--- src/hdl/bhsv_pkg.sv ---
`timescale 1ns / 1ps
// ----------------------------------------------------------------------------
// bhsv_pkg
// Shared types and constants of the pixel color space converter.
// ----------------------------------------------------------------------------
package bhsv_pkg;

  localparam int unsigned CHAN_W  = 8;
  localparam int unsigned NUM_W   = 16;
  localparam int unsigned QDEPTH  = 4;
  localparam int unsigned QAW     = 2;
  localparam int unsigned QCW     = 3;
  localparam int unsigned QBITS   = 8;

  typedef struct packed {
    logic [CHAN_W-1:0] blue;
    logic [CHAN_W-1:0] green;
    logic [CHAN_W-1:0] red;
    logic              last_in;
  } pix_in_t;

  typedef struct packed {
    logic [CHAN_W-1:0] hue;
    logic [CHAN_W-1:0] saturation;
    logic [CHAN_W-1:0] value;
    logic              last_out;
  } pix_out_t;

  typedef struct packed {
    logic [NUM_W-1:0]  hue_num;
    logic [CHAN_W-1:0] hue_den;
    logic [NUM_W-1:0]  sat_num;
    logic [CHAN_W-1:0] value;
    logic              flat;
    logic              last;
  } job_t;

endpackage

--- src/hdl/bhsv_front.sv ---
`timescale 1ns / 1ps
// ----------------------------------------------------------------------------
// bhsv_front
// Accepts a pixel, finds maximum, minimum and sector, and forms the
// numerators and denominators of the two divisions.
// ----------------------------------------------------------------------------
module bhsv_front (
  input  logic            clk,
  input  logic            rst_n,
  input  logic            in_push,
  output logic            in_full,
  input  bhsv_pkg::pix_in_t in_pixel,
  output logic            job_valid,
  input  logic            job_ready,
  output bhsv_pkg::job_t  job
);
  import bhsv_pkg::*;

  logic              valid_r, valid_nxt;
  job_t              job_r, job_nxt;
  logic              accept;
  logic [CHAN_W-1:0] b, g, r, vmax, vmin, d;
  logic [NUM_W-1:0]  d16, b16, g16, r16;

  assign accept  = in_push && !in_full;
  assign in_full = valid_r && !job_ready;

  always_comb begin
    b = in_pixel.blue;
    g = in_pixel.green;
    r = in_pixel.red;
    vmax = r;
    if (g > vmax) vmax = g;
    if (b > vmax) vmax = b;
    vmin = r;
    if (g < vmin) vmin = g;
    if (b < vmin) vmin = b;
    d   = vmax - vmin;
    d16 = {8'd0, d};
    b16 = {8'd0, b};
    g16 = {8'd0, g};
    r16 = {8'd0, r};
    job_nxt.hue_den = d;
    job_nxt.sat_num = (d16 << 8) - d16;
    job_nxt.value   = vmax;
    job_nxt.flat    = (d == 8'd0);
    job_nxt.last    = in_pixel.last_in;
    priority if (r >= g && r >= b) begin
      if (g >= b) job_nxt.hue_num = 16'd30 * (g16 - b16);
      else job_nxt.hue_num = 16'd180 * d16 - 16'd30 * (b16 - g16);
    end else if (g >= b) begin
      job_nxt.hue_num = 16'd60 * d16 + 16'd30 * b16 - 16'd30 * r16;
    end else begin
      job_nxt.hue_num = 16'd120 * d16 + 16'd30 * r16 - 16'd30 * g16;
    end
  end

  always_comb begin
    valid_nxt = valid_r;
    if (accept) valid_nxt = 1'b1;
    else if (job_ready) valid_nxt = 1'b0;
  end

  always_ff @(posedge clk) begin
    if (!rst_n) begin
      valid_r <= 1'b0;
    end else begin
      valid_r <= valid_nxt;
    end
  end

  always_ff @(posedge clk) begin
    if (accept) begin
      job_r <= job_nxt;
    end
  end

  assign job_valid = valid_r;
  assign job       = job_r;

endmodule

--- src/hdl/bhsv_queue.sv ---
`timescale 1ns / 1ps
// ----------------------------------------------------------------------------
// bhsv_queue
// Short first-in first-out queue of division jobs between front and back.
// ----------------------------------------------------------------------------
module bhsv_queue (
  input  logic           clk,
  input  logic           rst_n,
  input  logic           wr_valid,
  output logic           wr_ready,
  input  bhsv_pkg::job_t wr_job,
  output logic           rd_valid,
  input  logic           rd_take,
  output bhsv_pkg::job_t rd_job
);
  import bhsv_pkg::*;

  job_t           mem_r [QDEPTH];
  logic [QAW-1:0] wp_r, wp_nxt, rp_r, rp_nxt;
  logic [QCW-1:0] cnt_r, cnt_nxt;
  logic           do_wr, do_rd;

  assign wr_ready = (cnt_r != QCW'(QDEPTH));
  assign rd_valid = (cnt_r != '0);
  assign do_wr    = wr_valid && wr_ready;
  assign do_rd    = rd_take && rd_valid;
  assign rd_job   = mem_r[rp_r];

  always_comb begin
    wp_nxt  = do_wr ? wp_r + 1'b1 : wp_r;
    rp_nxt  = do_rd ? rp_r + 1'b1 : rp_r;
    cnt_nxt = cnt_r;
    if (do_wr && !do_rd) cnt_nxt = cnt_r + 1'b1;
    else if (!do_wr && do_rd) cnt_nxt = cnt_r - 1'b1;
  end

  always_ff @(posedge clk) begin
    if (!rst_n) begin
      wp_r  <= '0;
      rp_r  <= '0;
      cnt_r <= '0;
    end else begin
      wp_r  <= wp_nxt;
      rp_r  <= rp_nxt;
      cnt_r <= cnt_nxt;
    end
  end

  always_ff @(posedge clk) begin
    if (do_wr) begin
      mem_r[wp_r] <= wr_job;
    end
  end

endmodule

--- src/hdl/bhsv_back.sv ---
`timescale 1ns / 1ps
// ----------------------------------------------------------------------------
// bhsv_back
// Two pipelined restoring dividers, one quotient bit per stage, that give
// hue and saturation; the last stage holds the result word.
// ----------------------------------------------------------------------------
module bhsv_back (
  input  logic               clk,
  input  logic               rst_n,
  input  logic               job_valid,
  output logic               job_take,
  input  bhsv_pkg::job_t     job,
  output logic               out_empty,
  input  logic               out_pop,
  output bhsv_pkg::pix_out_t out_pixel
);
  import bhsv_pkg::*;

  logic              vld_r  [QBITS+1];
  logic [NUM_W-1:0]  hrem_r [QBITS+1];
  logic [NUM_W-1:0]  srem_r [QBITS+1];
  logic [CHAN_W-1:0] hden_r [QBITS+1];
  logic [CHAN_W-1:0] sden_r [QBITS+1];
  logic [CHAN_W-1:0] hq_r   [QBITS+1];
  logic [CHAN_W-1:0] sq_r   [QBITS+1];
  logic              flat_r [QBITS+1];
  logic              last_r [QBITS+1];
  logic              adv;

  assign adv      = !vld_r[QBITS] || out_pop;
  assign job_take = adv;

  always_ff @(posedge clk) begin
    if (!rst_n) begin
      vld_r[0] <= 1'b0;
    end else if (adv) begin
      vld_r[0] <= job_valid;
    end
  end

  always_ff @(posedge clk) begin
    if (adv) begin
      hrem_r[0] <= job.hue_num;
      srem_r[0] <= job.sat_num;
      hden_r[0] <= job.hue_den;
      sden_r[0] <= job.value;
      hq_r[0]   <= '0;
      sq_r[0]   <= '0;
      flat_r[0] <= job.flat;
      last_r[0] <= job.last;
    end
  end

  for (genvar k = 0; k < QBITS; k++) begin : g_stage
    logic [NUM_W-1:0] hsh, ssh;
    logic             hge, sge;

    assign hsh = {8'd0, hden_r[k]} << (QBITS - 1 - k);
    assign ssh = {8'd0, sden_r[k]} << (QBITS - 1 - k);
    assign hge = (hrem_r[k] >= hsh);
    assign sge = (srem_r[k] >= ssh);

    always_ff @(posedge clk) begin
      if (!rst_n) begin
        vld_r[k+1] <= 1'b0;
      end else if (adv) begin
        vld_r[k+1] <= vld_r[k];
      end
    end

    always_ff @(posedge clk) begin
      if (adv) begin
        hrem_r[k+1] <= hge ? hrem_r[k] - hsh : hrem_r[k];
        srem_r[k+1] <= sge ? srem_r[k] - ssh : srem_r[k];
        hden_r[k+1] <= hden_r[k];
        sden_r[k+1] <= sden_r[k];
        hq_r[k+1]   <= {hq_r[k][CHAN_W-2:0], hge};
        sq_r[k+1]   <= {sq_r[k][CHAN_W-2:0], sge};
        flat_r[k+1] <= flat_r[k];
        last_r[k+1] <= last_r[k];
      end
    end
  end

  // A grey or black pixel has a zero divisor; both quotients are zero then.
  always_comb begin
    out_pixel.hue        = flat_r[QBITS] ? '0 : hq_r[QBITS];
    out_pixel.saturation = flat_r[QBITS] ? '0 : sq_r[QBITS];
    out_pixel.value      = sden_r[QBITS];
    out_pixel.last_out   = last_r[QBITS];
  end

  assign out_empty = !vld_r[QBITS];

endmodule

--- src/hdl/bgr_to_hsv_pixel_core.sv ---
`timescale 1ns / 1ps
// ----------------------------------------------------------------------------
// bgr_to_hsv_pixel_core
// Converts 8-bit blue, green and red pixels to hue (0 to 179), saturation
// and value.
// ----------------------------------------------------------------------------
// The core takes one pixel word per clock and returns one result word per
// clock as long as results are popped. A pixel passes the front stage, the
// four-entry job queue and the nine registered stages of the back end,
// whose two dividers each retire one quotient bit per stage. When the result
// is not popped the back end holds, the queue fills, and full rises once the
// queue and the front stage are both occupied.
module bgr_to_hsv_pixel_core (
  input  logic               clk,
  input  logic               rst_n,
  input  logic               in_push,
  output logic               in_full,
  input  bhsv_pkg::pix_in_t  in_pixel,
  output logic               out_empty,
  input  logic               out_pop,
  output bhsv_pkg::pix_out_t out_pixel
);
  import bhsv_pkg::*;

  logic fq_valid, fq_ready, qb_valid, qb_take;
  job_t fq_job, qb_job;

  bhsv_front u_front (
    .clk       (clk),
    .rst_n     (rst_n),
    .in_push   (in_push),
    .in_full   (in_full),
    .in_pixel  (in_pixel),
    .job_valid (fq_valid),
    .job_ready (fq_ready),
    .job       (fq_job)
  );

  bhsv_queue u_queue (
    .clk      (clk),
    .rst_n    (rst_n),
    .wr_valid (fq_valid),
    .wr_ready (fq_ready),
    .wr_job   (fq_job),
    .rd_valid (qb_valid),
    .rd_take  (qb_take),
    .rd_job   (qb_job)
  );

  bhsv_back u_back (
    .clk       (clk),
    .rst_n     (rst_n),
    .job_valid (qb_valid),
    .job_take  (qb_take),
    .job       (qb_job),
    .out_empty (out_empty),
    .out_pop   (out_pop),
    .out_pixel (out_pixel)
  );

endmodule

--- config.mk ---
export PLATFORM = sky130hd
export DESIGN_NAME = bgr_to_hsv_pixel_core
export DESIGN_NICKNAME = d
export VERILOG_FILES = /design/src/hdl/bhsv_pkg.sv /design/src/hdl/bhsv_front.sv /design/src/hdl/bhsv_queue.sv /design/src/hdl/bhsv_back.sv /design/src/hdl/bgr_to_hsv_pixel_core.sv
export SDC_FILE = /design/constraint.sdc
export NUM_CORES = 2
export LEC_CHECK = 0
export BUFFER_PORTS_ARGS = -buffer_cell sky130_fd_sc_hd__buf_4
export CAP_MARGIN = 20
export CORE_ASPECT_RATIO = 1.1
export CORE_MARGIN = 2
export CORE_UTILIZATION = 40
export CTS_BUF_LIST = sky130_fd_sc_hd__clkbuf_8 sky130_fd_sc_hd__clkbuf_16
export DETAILED_ROUTE_END_ITERATION = 8
export GPL_TIMING_DRIVEN = 0
export PLACE_DENSITY_LB_ADDON = 0.12
export SLEW_MARGIN = 30
export SYNTH_ARGS = -nofsm -noshare
export SYNTH_HDL_FRONTEND = slang
export SYNTH_SLANG_ARGS = --single-unit
--- constraint.sdc ---
create_clock -name clk -period 12.6 [get_ports clk]
set_input_delay 0.63 -clock clk [delete_from_list [all_inputs] [get_ports clk]]
set_output_delay 0.63 -clock clk [all_outputs]
set_load 0.02 [all_outputs]
After elaboration in Yosys (flattened, before gate mapping):

Memories as Yosys holds them, arrays and structs flattened. A register that Yosys moved wholly into a read port is not among the register bits.
Cells that the tools add are included.

* register bits: 58
* output and inout bits: 27
* RAM bits: 803
* word-level logic and storage cells: 154
* memories kept: 10
* input port bits: 29

* $mul: 8
* $add $sub $neg: 29
* equality and inequality tests: 1
* bitwise logic cells: 9
* magnitude comparators: 23
* multiplexer cells: 47
* reductions and logical operators: 17

Memories
* u_queue.mem_r: words 4, bits a word 50, rd ports 1, clocked after Yosys merged registers in 1, write ports 1, line bhsv_queue.sv:18 `job_t mem_r [QDEPTH];`
* u_back.hrem_r: words 9, bits a word 16, rd ports 8, clocked after Yosys merged registers in 0, write ports 9, line bhsv_back.sv:20 `logic [NUM_W-1:0] hrem_r [QBITS+1];`
* u_back.srem_r: words 9, bits a word 16, rd ports 8, clocked after Yosys merged registers in 0, write ports 9, line bhsv_back.sv:21 `logic [NUM_W-1:0] srem_r [QBITS+1];`
* u_back.hden_r: words 9, bits a word 8, rd ports 8, clocked after Yosys merged registers in 0, write ports 9, line bhsv_back.sv:22 `logic [CHAN_W-1:0] hden_r [QBITS+1];`
* u_back.hq_r: words 9, bits a word 8, rd ports 9, clocked after Yosys merged registers in 0, write ports 9, line bhsv_back.sv:24 `logic [CHAN_W-1:0] hq_r [QBITS+1];`
* u_back.sden_r: words 9, bits a word 8, rd ports 9, clocked after Yosys merged registers in 0, write ports 9, line bhsv_back.sv:23 `logic [CHAN_W-1:0] sden_r [QBITS+1];`
* 4 more memories

Operators by type and width (number)
* 16-bit two-way mux: 19
* 16-bit by 13-bit subtractor with 16-bit output: 4
* 4-bit by 8-bit multiplier with 12-bit output (first input constant): 5
* 8-bit two-way mux: 6
* 16-bit by 8-bit subtractor with 16-bit output: 3
* 16-bit by 10-bit >= comparator with 1-bit output: 2
* 16-bit by 11-bit >= comparator with 1-bit output: 2
* 16-bit by 12-bit >= comparator with 1-bit output: 2
* 16-bit by 13-bit >= comparator with 1-bit output: 2
* 16-bit by 14-bit >= comparator with 1-bit output: 2
* 16-bit by 15-bit >= comparator with 1-bit output: 2
* 16-bit by 8-bit >= comparator with 1-bit output: 2
* 16-bit by 9-bit >= comparator with 1-bit output: 2
* 4-bit by 16-bit multiplier with 15-bit output (first input constant): 2
* 16-bit by 10-bit subtractor with 16-bit output: 2
* 16-bit by 11-bit subtractor with 16-bit output: 2
* 16-bit by 12-bit subtractor with 16-bit output: 2
* 16-bit by 14-bit subtractor with 16-bit output: 2
* 16-bit by 15-bit subtractor with 16-bit output: 2
* 16-bit by 9-bit subtractor with 16-bit output: 2
* 8-bit >= comparator: 3
* 1-bit two-way mux: 18
* 8-bit by 8-bit subtractor with 9-bit output: 2
* 15-bit by 13-bit adder with 16-bit output: 1
* 19 further kinds: 43

Longest topological paths before layout:

* depth in word-level cells: 10
* mapped depth: 50
* gate-level depth less buffers: 48

Cells and area by module:

A second synthesis with hierarchy kept.

* cells, all modules: 3371
* area total of the unflattened synthesis: 42617.1 sq um

By module, submodules not included
* bhsv_back: cells an instance 1758, sequential area each 14734.1 sq um, area each 23254.8 sq um, times used 1
* bhsv_front: cells an instance 1303, sequential area each 1461.4 sq um, area each 11594.9 sq um, times used 1
* bhsv_queue: cells an instance 310, sequential area each 6185.9 sq um, area each 7767.4 sq um, times used 1

Least setup slack after synthesis:

OpenSTA, ideal clock, no wires.

* path type: input to register
* start: input out_pop
* end: memory u_back.vld_r[1], data pin
* path buffers: 0
* setup time: 199 ps
* required time: 12401 ps
* data arrival time: 10554 ps
* stages: 3
* setup slack: 1847 ps
* path through: nor2_1 -> inv_1 -> and3_1

RTL lines
* from (decl): line bgr_to_hsv_pixel_core.sv:20 `input logic out_pop,`
* to (decl): line bhsv_back.sv:19 `logic vld_r [QBITS+1];`

==> flow_metrics.env <==
export IMPL_grt_pass1_vias=26047
export IMPL_critPathMostFrequentCell="ha_1"
export IMPL_drt_iter0_drc=1253
export IMPL_drive_gt1_frac=0.0826
export IMPL_dpl_hpwl_um=63800
export IMPL_fin_crit_sh=0.854
export IMPL_grt_pass1_wl_um=134000
export IMPL_drv_slew=0
export IMPL_gr_total_overflow=0
export IMPL_ys_flop_type="edfxtp_1"
export IMPL_worstSkewPairLatency_ps=620
export IMPL_cts_max_path_buffers=3
export IMPL_fin_util=0.450
export IMPL_rsz0062_at_grt="false"
export IMPL_first_pass_iters=5
export IMPL_drc=0
export IMPL_wl_um=82900
export IMPL_cp_end_kind="register"
export IMPL_grt_max_degree=105
export IMPL_timing_fmax_mhz=93.0
export IMPL_crit_fanout=10
export IMPL_syn_area_per_cell_um2=12.6
export IMPL_cp_required_ps=12990
export IMPL_cts_tree="done"
export IMPL_synth_edf_count=714
export IMPL_initial_core_util=0.402
export IMPL_hold_path_class="primary input to register"
export IMPL_startpoint_type="primary input"
export IMPL_syn_area_mm2=0.0409
export IMPL_top_usage_layer="met2"
export IMPL_worstMarginPinSlew_ps=908
export IMPL_yosysUniqueCellTypes=81
export IMPL_routed_via_density=5.04
export IMPL_slowest_stage="xnor2_2"
export IMPL_grt_usage=0.161
export IMPL_ys_ff_latch=725
export IMPL_cts_num_sinks=725
export IMPL_die_area_mm2=0.105
export IMPL_cts_resized=0
export IMPL_cts_buffers=74
export IMPL_path_clk_slew_ps=60
export IMPL_outcome="completed"
export IMPL_globalRouteMet2Util=0.319
export IMPL_max_cap_violations=0
export IMPL_setup_violations=0
export IMPL_htree_levels=3
export IMPL_finalHoldViolCount=0
export IMPL_nNetsFinal=3905
export IMPL_max_slew_margin_rel=0.390
export IMPL_grtUsageMet3=0.0187
export IMPL_cts_root_buffer="clkbuf_16"
export IMPL_fillers=9270
export IMPL_antennaDiodeCount=0
export IMPL_place_congestion=0.898
export IMPL_ant_nets=0
export IMPL_fin_worst_skew_ps=19.6
export IMPL_period_minus_slack_ps=10760
export IMPL_gr_usage_met1=0.166
export IMPL_syn_nets=3759
export IMPL_crit_type="primary input to register"
export IMPL_syn_inst=3258
export IMPL_async_reset_ff_frac=0
export IMPL_cts_setup_buffers=0
export IMPL_placement_io_buffers=55
export IMPL_antenna_found_initial=0
export IMPL_critPathMaxStageDelay_ps=580
export IMPL_core_area_mm2=0.102
export IMPL_die_h_um=339
export IMPL_ctsHoldBuffers=0
export IMPL_rows=123
export IMPL_vias=24386
export IMPL_boundaryPins=56
export IMPL_area_growth_syn_to_layout_pct=12.1
export IMPL_ys_seq_area_frac=0.529
export IMPL_crit_arrival_ps=11140
export IMPL_die_w_um=309
export IMPL_yosysWarnings=0
export IMPL_avgRoutedWirePerCell_um=17.1
[through the flow]
stage	area, µm²	cells	setup TNS, ps	setup WS [ps]	hold WS, ps
floorplan	40900	3258	0	1850	400
global placement	43000	4688	-634060	-1600	401
detailed placement	43500	4702	0	1110	405
CTS	45800	4837	0	1730	170
global route	45900	4838	0	898	175
finish	45900	4838	0	1840	204
[per-layer routing]
layer  up-vias  routed length, µm
met5         -                  0
li1      12084                  -
met2       405              46000
met1     11729              31000
met3       168               2330
met4         0               3600
[cells in the mapped netlist, types with 11 or more instances]
| cell type | n | area (µm²) |
|---|---|---|
| xor2_1 | 83 | 727 |
| nor3_1 | 59 | 295 |
| nand2b_1 | 53 | 332 |
| nand3_1 | 22 | 110 |
| a21oi_1 | 196 | 981 |
| ha_1 | 355 | 4440 |
| nor2b_1 | 70 | 438 |
| o21bai_1 | 21 | 158 |
| mux2i_1 | 18 | 180 |
| o31ai_1 | 15 | 113 |
| a21o_1 | 82 | 616 |
| mux4_2 | 49 | 1100 |
| or3_1 | 12 | 75.1 |
| nor4_1 | 21 | 131 |
| nand4_1 | 23 | 144 |
| edfxtp_1 | 714 | 21400 |
| fa_1 | 117 | 2340 |
| and3_1 | 13 | 81.3 |
| dfxtp_1 | 11 | 220 |
| xnor2_1 | 155 | 1360 |
| a21boi_0 | 36 | 270 |
| nor2_1 | 210 | 788 |
| o21a_1 | 21 | 158 |
| o21ai_0 | 162 | 811 |
| clkbuf_1 | 35 | 131 |
| a31oi_1 | 11 | 68.8 |
| inv_1 | 380 | 1430 |
| mux2_2 | 14 | 158 |
| and2_1 | 15 | 93.8 |
| a211oi_1 | 28 | 210 |
| nand2_1 | 136 | 510 |
[cell families after synthesis]
kind of cell               after synthesis  synth area share
AOI/OAI and AO/OA                      640            0.0968
xor gates and xnor gates               239            0.0515
adders and majority gates              472             0.166
buffers and inverters                  425            0.0391
DFF                                    725             0.529
muxes                                   81            0.0352
and+or+nand+nor                        676            0.0821
[layout by cell type, fill, tap and decap left out, types with 36 or more instances in the layout]
master,n
nand2b_1,53
inv_1,392
edfxtp_1,714
fa_1,117
nor2b_1,69
a21boi_0,36
mux4_2,49
a21o_1,82
nand2_1,136
xnor2_1,148
buf_4,57
nor3_1,59
ha_1,355
o21ai_0,162
a21oi_1,195
nor2_1,210
xor2_1,82
clkbuf_16,76
[final timing paths]
check                       start                    end  slack [ps]  cells past startpoint
max                   in_pixel[9]        u_front.job[48]        1840                     48
min                   in_pixel[0]         u_front.job[0]         200                      1
max reg2reg  u_back.srem_r[0][82]  u_back.srem_r[0][106]        8950                     13
min reg2reg     u_back.hq_r[3][0]      u_back.hq_r[4][1]         410                      0
[registers in the layout (all words and copies together), names as in the netlist, named ones only]
signal	flops
u_back.flat_r	9
u_back.hden_r	56
u_back.hq_r	36
u_back.hrem_r	120
u_back.last_r	9
u_back.sden_r	72
u_back.sq_r	36
u_back.srem_r	128
u_back.vld_r	9
u_front.job	48
u_front.job_valid	1
u_queue.cnt_r	3
u_queue.mem_r	192
u_queue.rp_r	2
u_queue.wp_r	2
[area by class of cell]
cell class	instances	area [µm²]	area share
sequential	725	21700	0.472
multi-input combinational	2108	17700	0.387
clock buffer	78	1930	0.0421
tap	1375	1720	0.0375
inverter	382	1440	0.0314
timing repair buffer	70	757	0.0165
clock inverter	57	433	0.00944
buffer	43	173	0.00377
[critical path: cells and delay by family]
| kind | cells | cell delay [ps] |
|---|---|---|
| compound gates | 19 | 3870 |
| fa+ha+maj | 8 | 2560 |
| simple gates | 9 | 1580 |
| buf+inv | 9 | 1510 |
| xor+xnor | 3 | 950 |
Power is not shown: default switching activity piles up to over one toggle a cycle in this logic, so the estimate is an artifact.
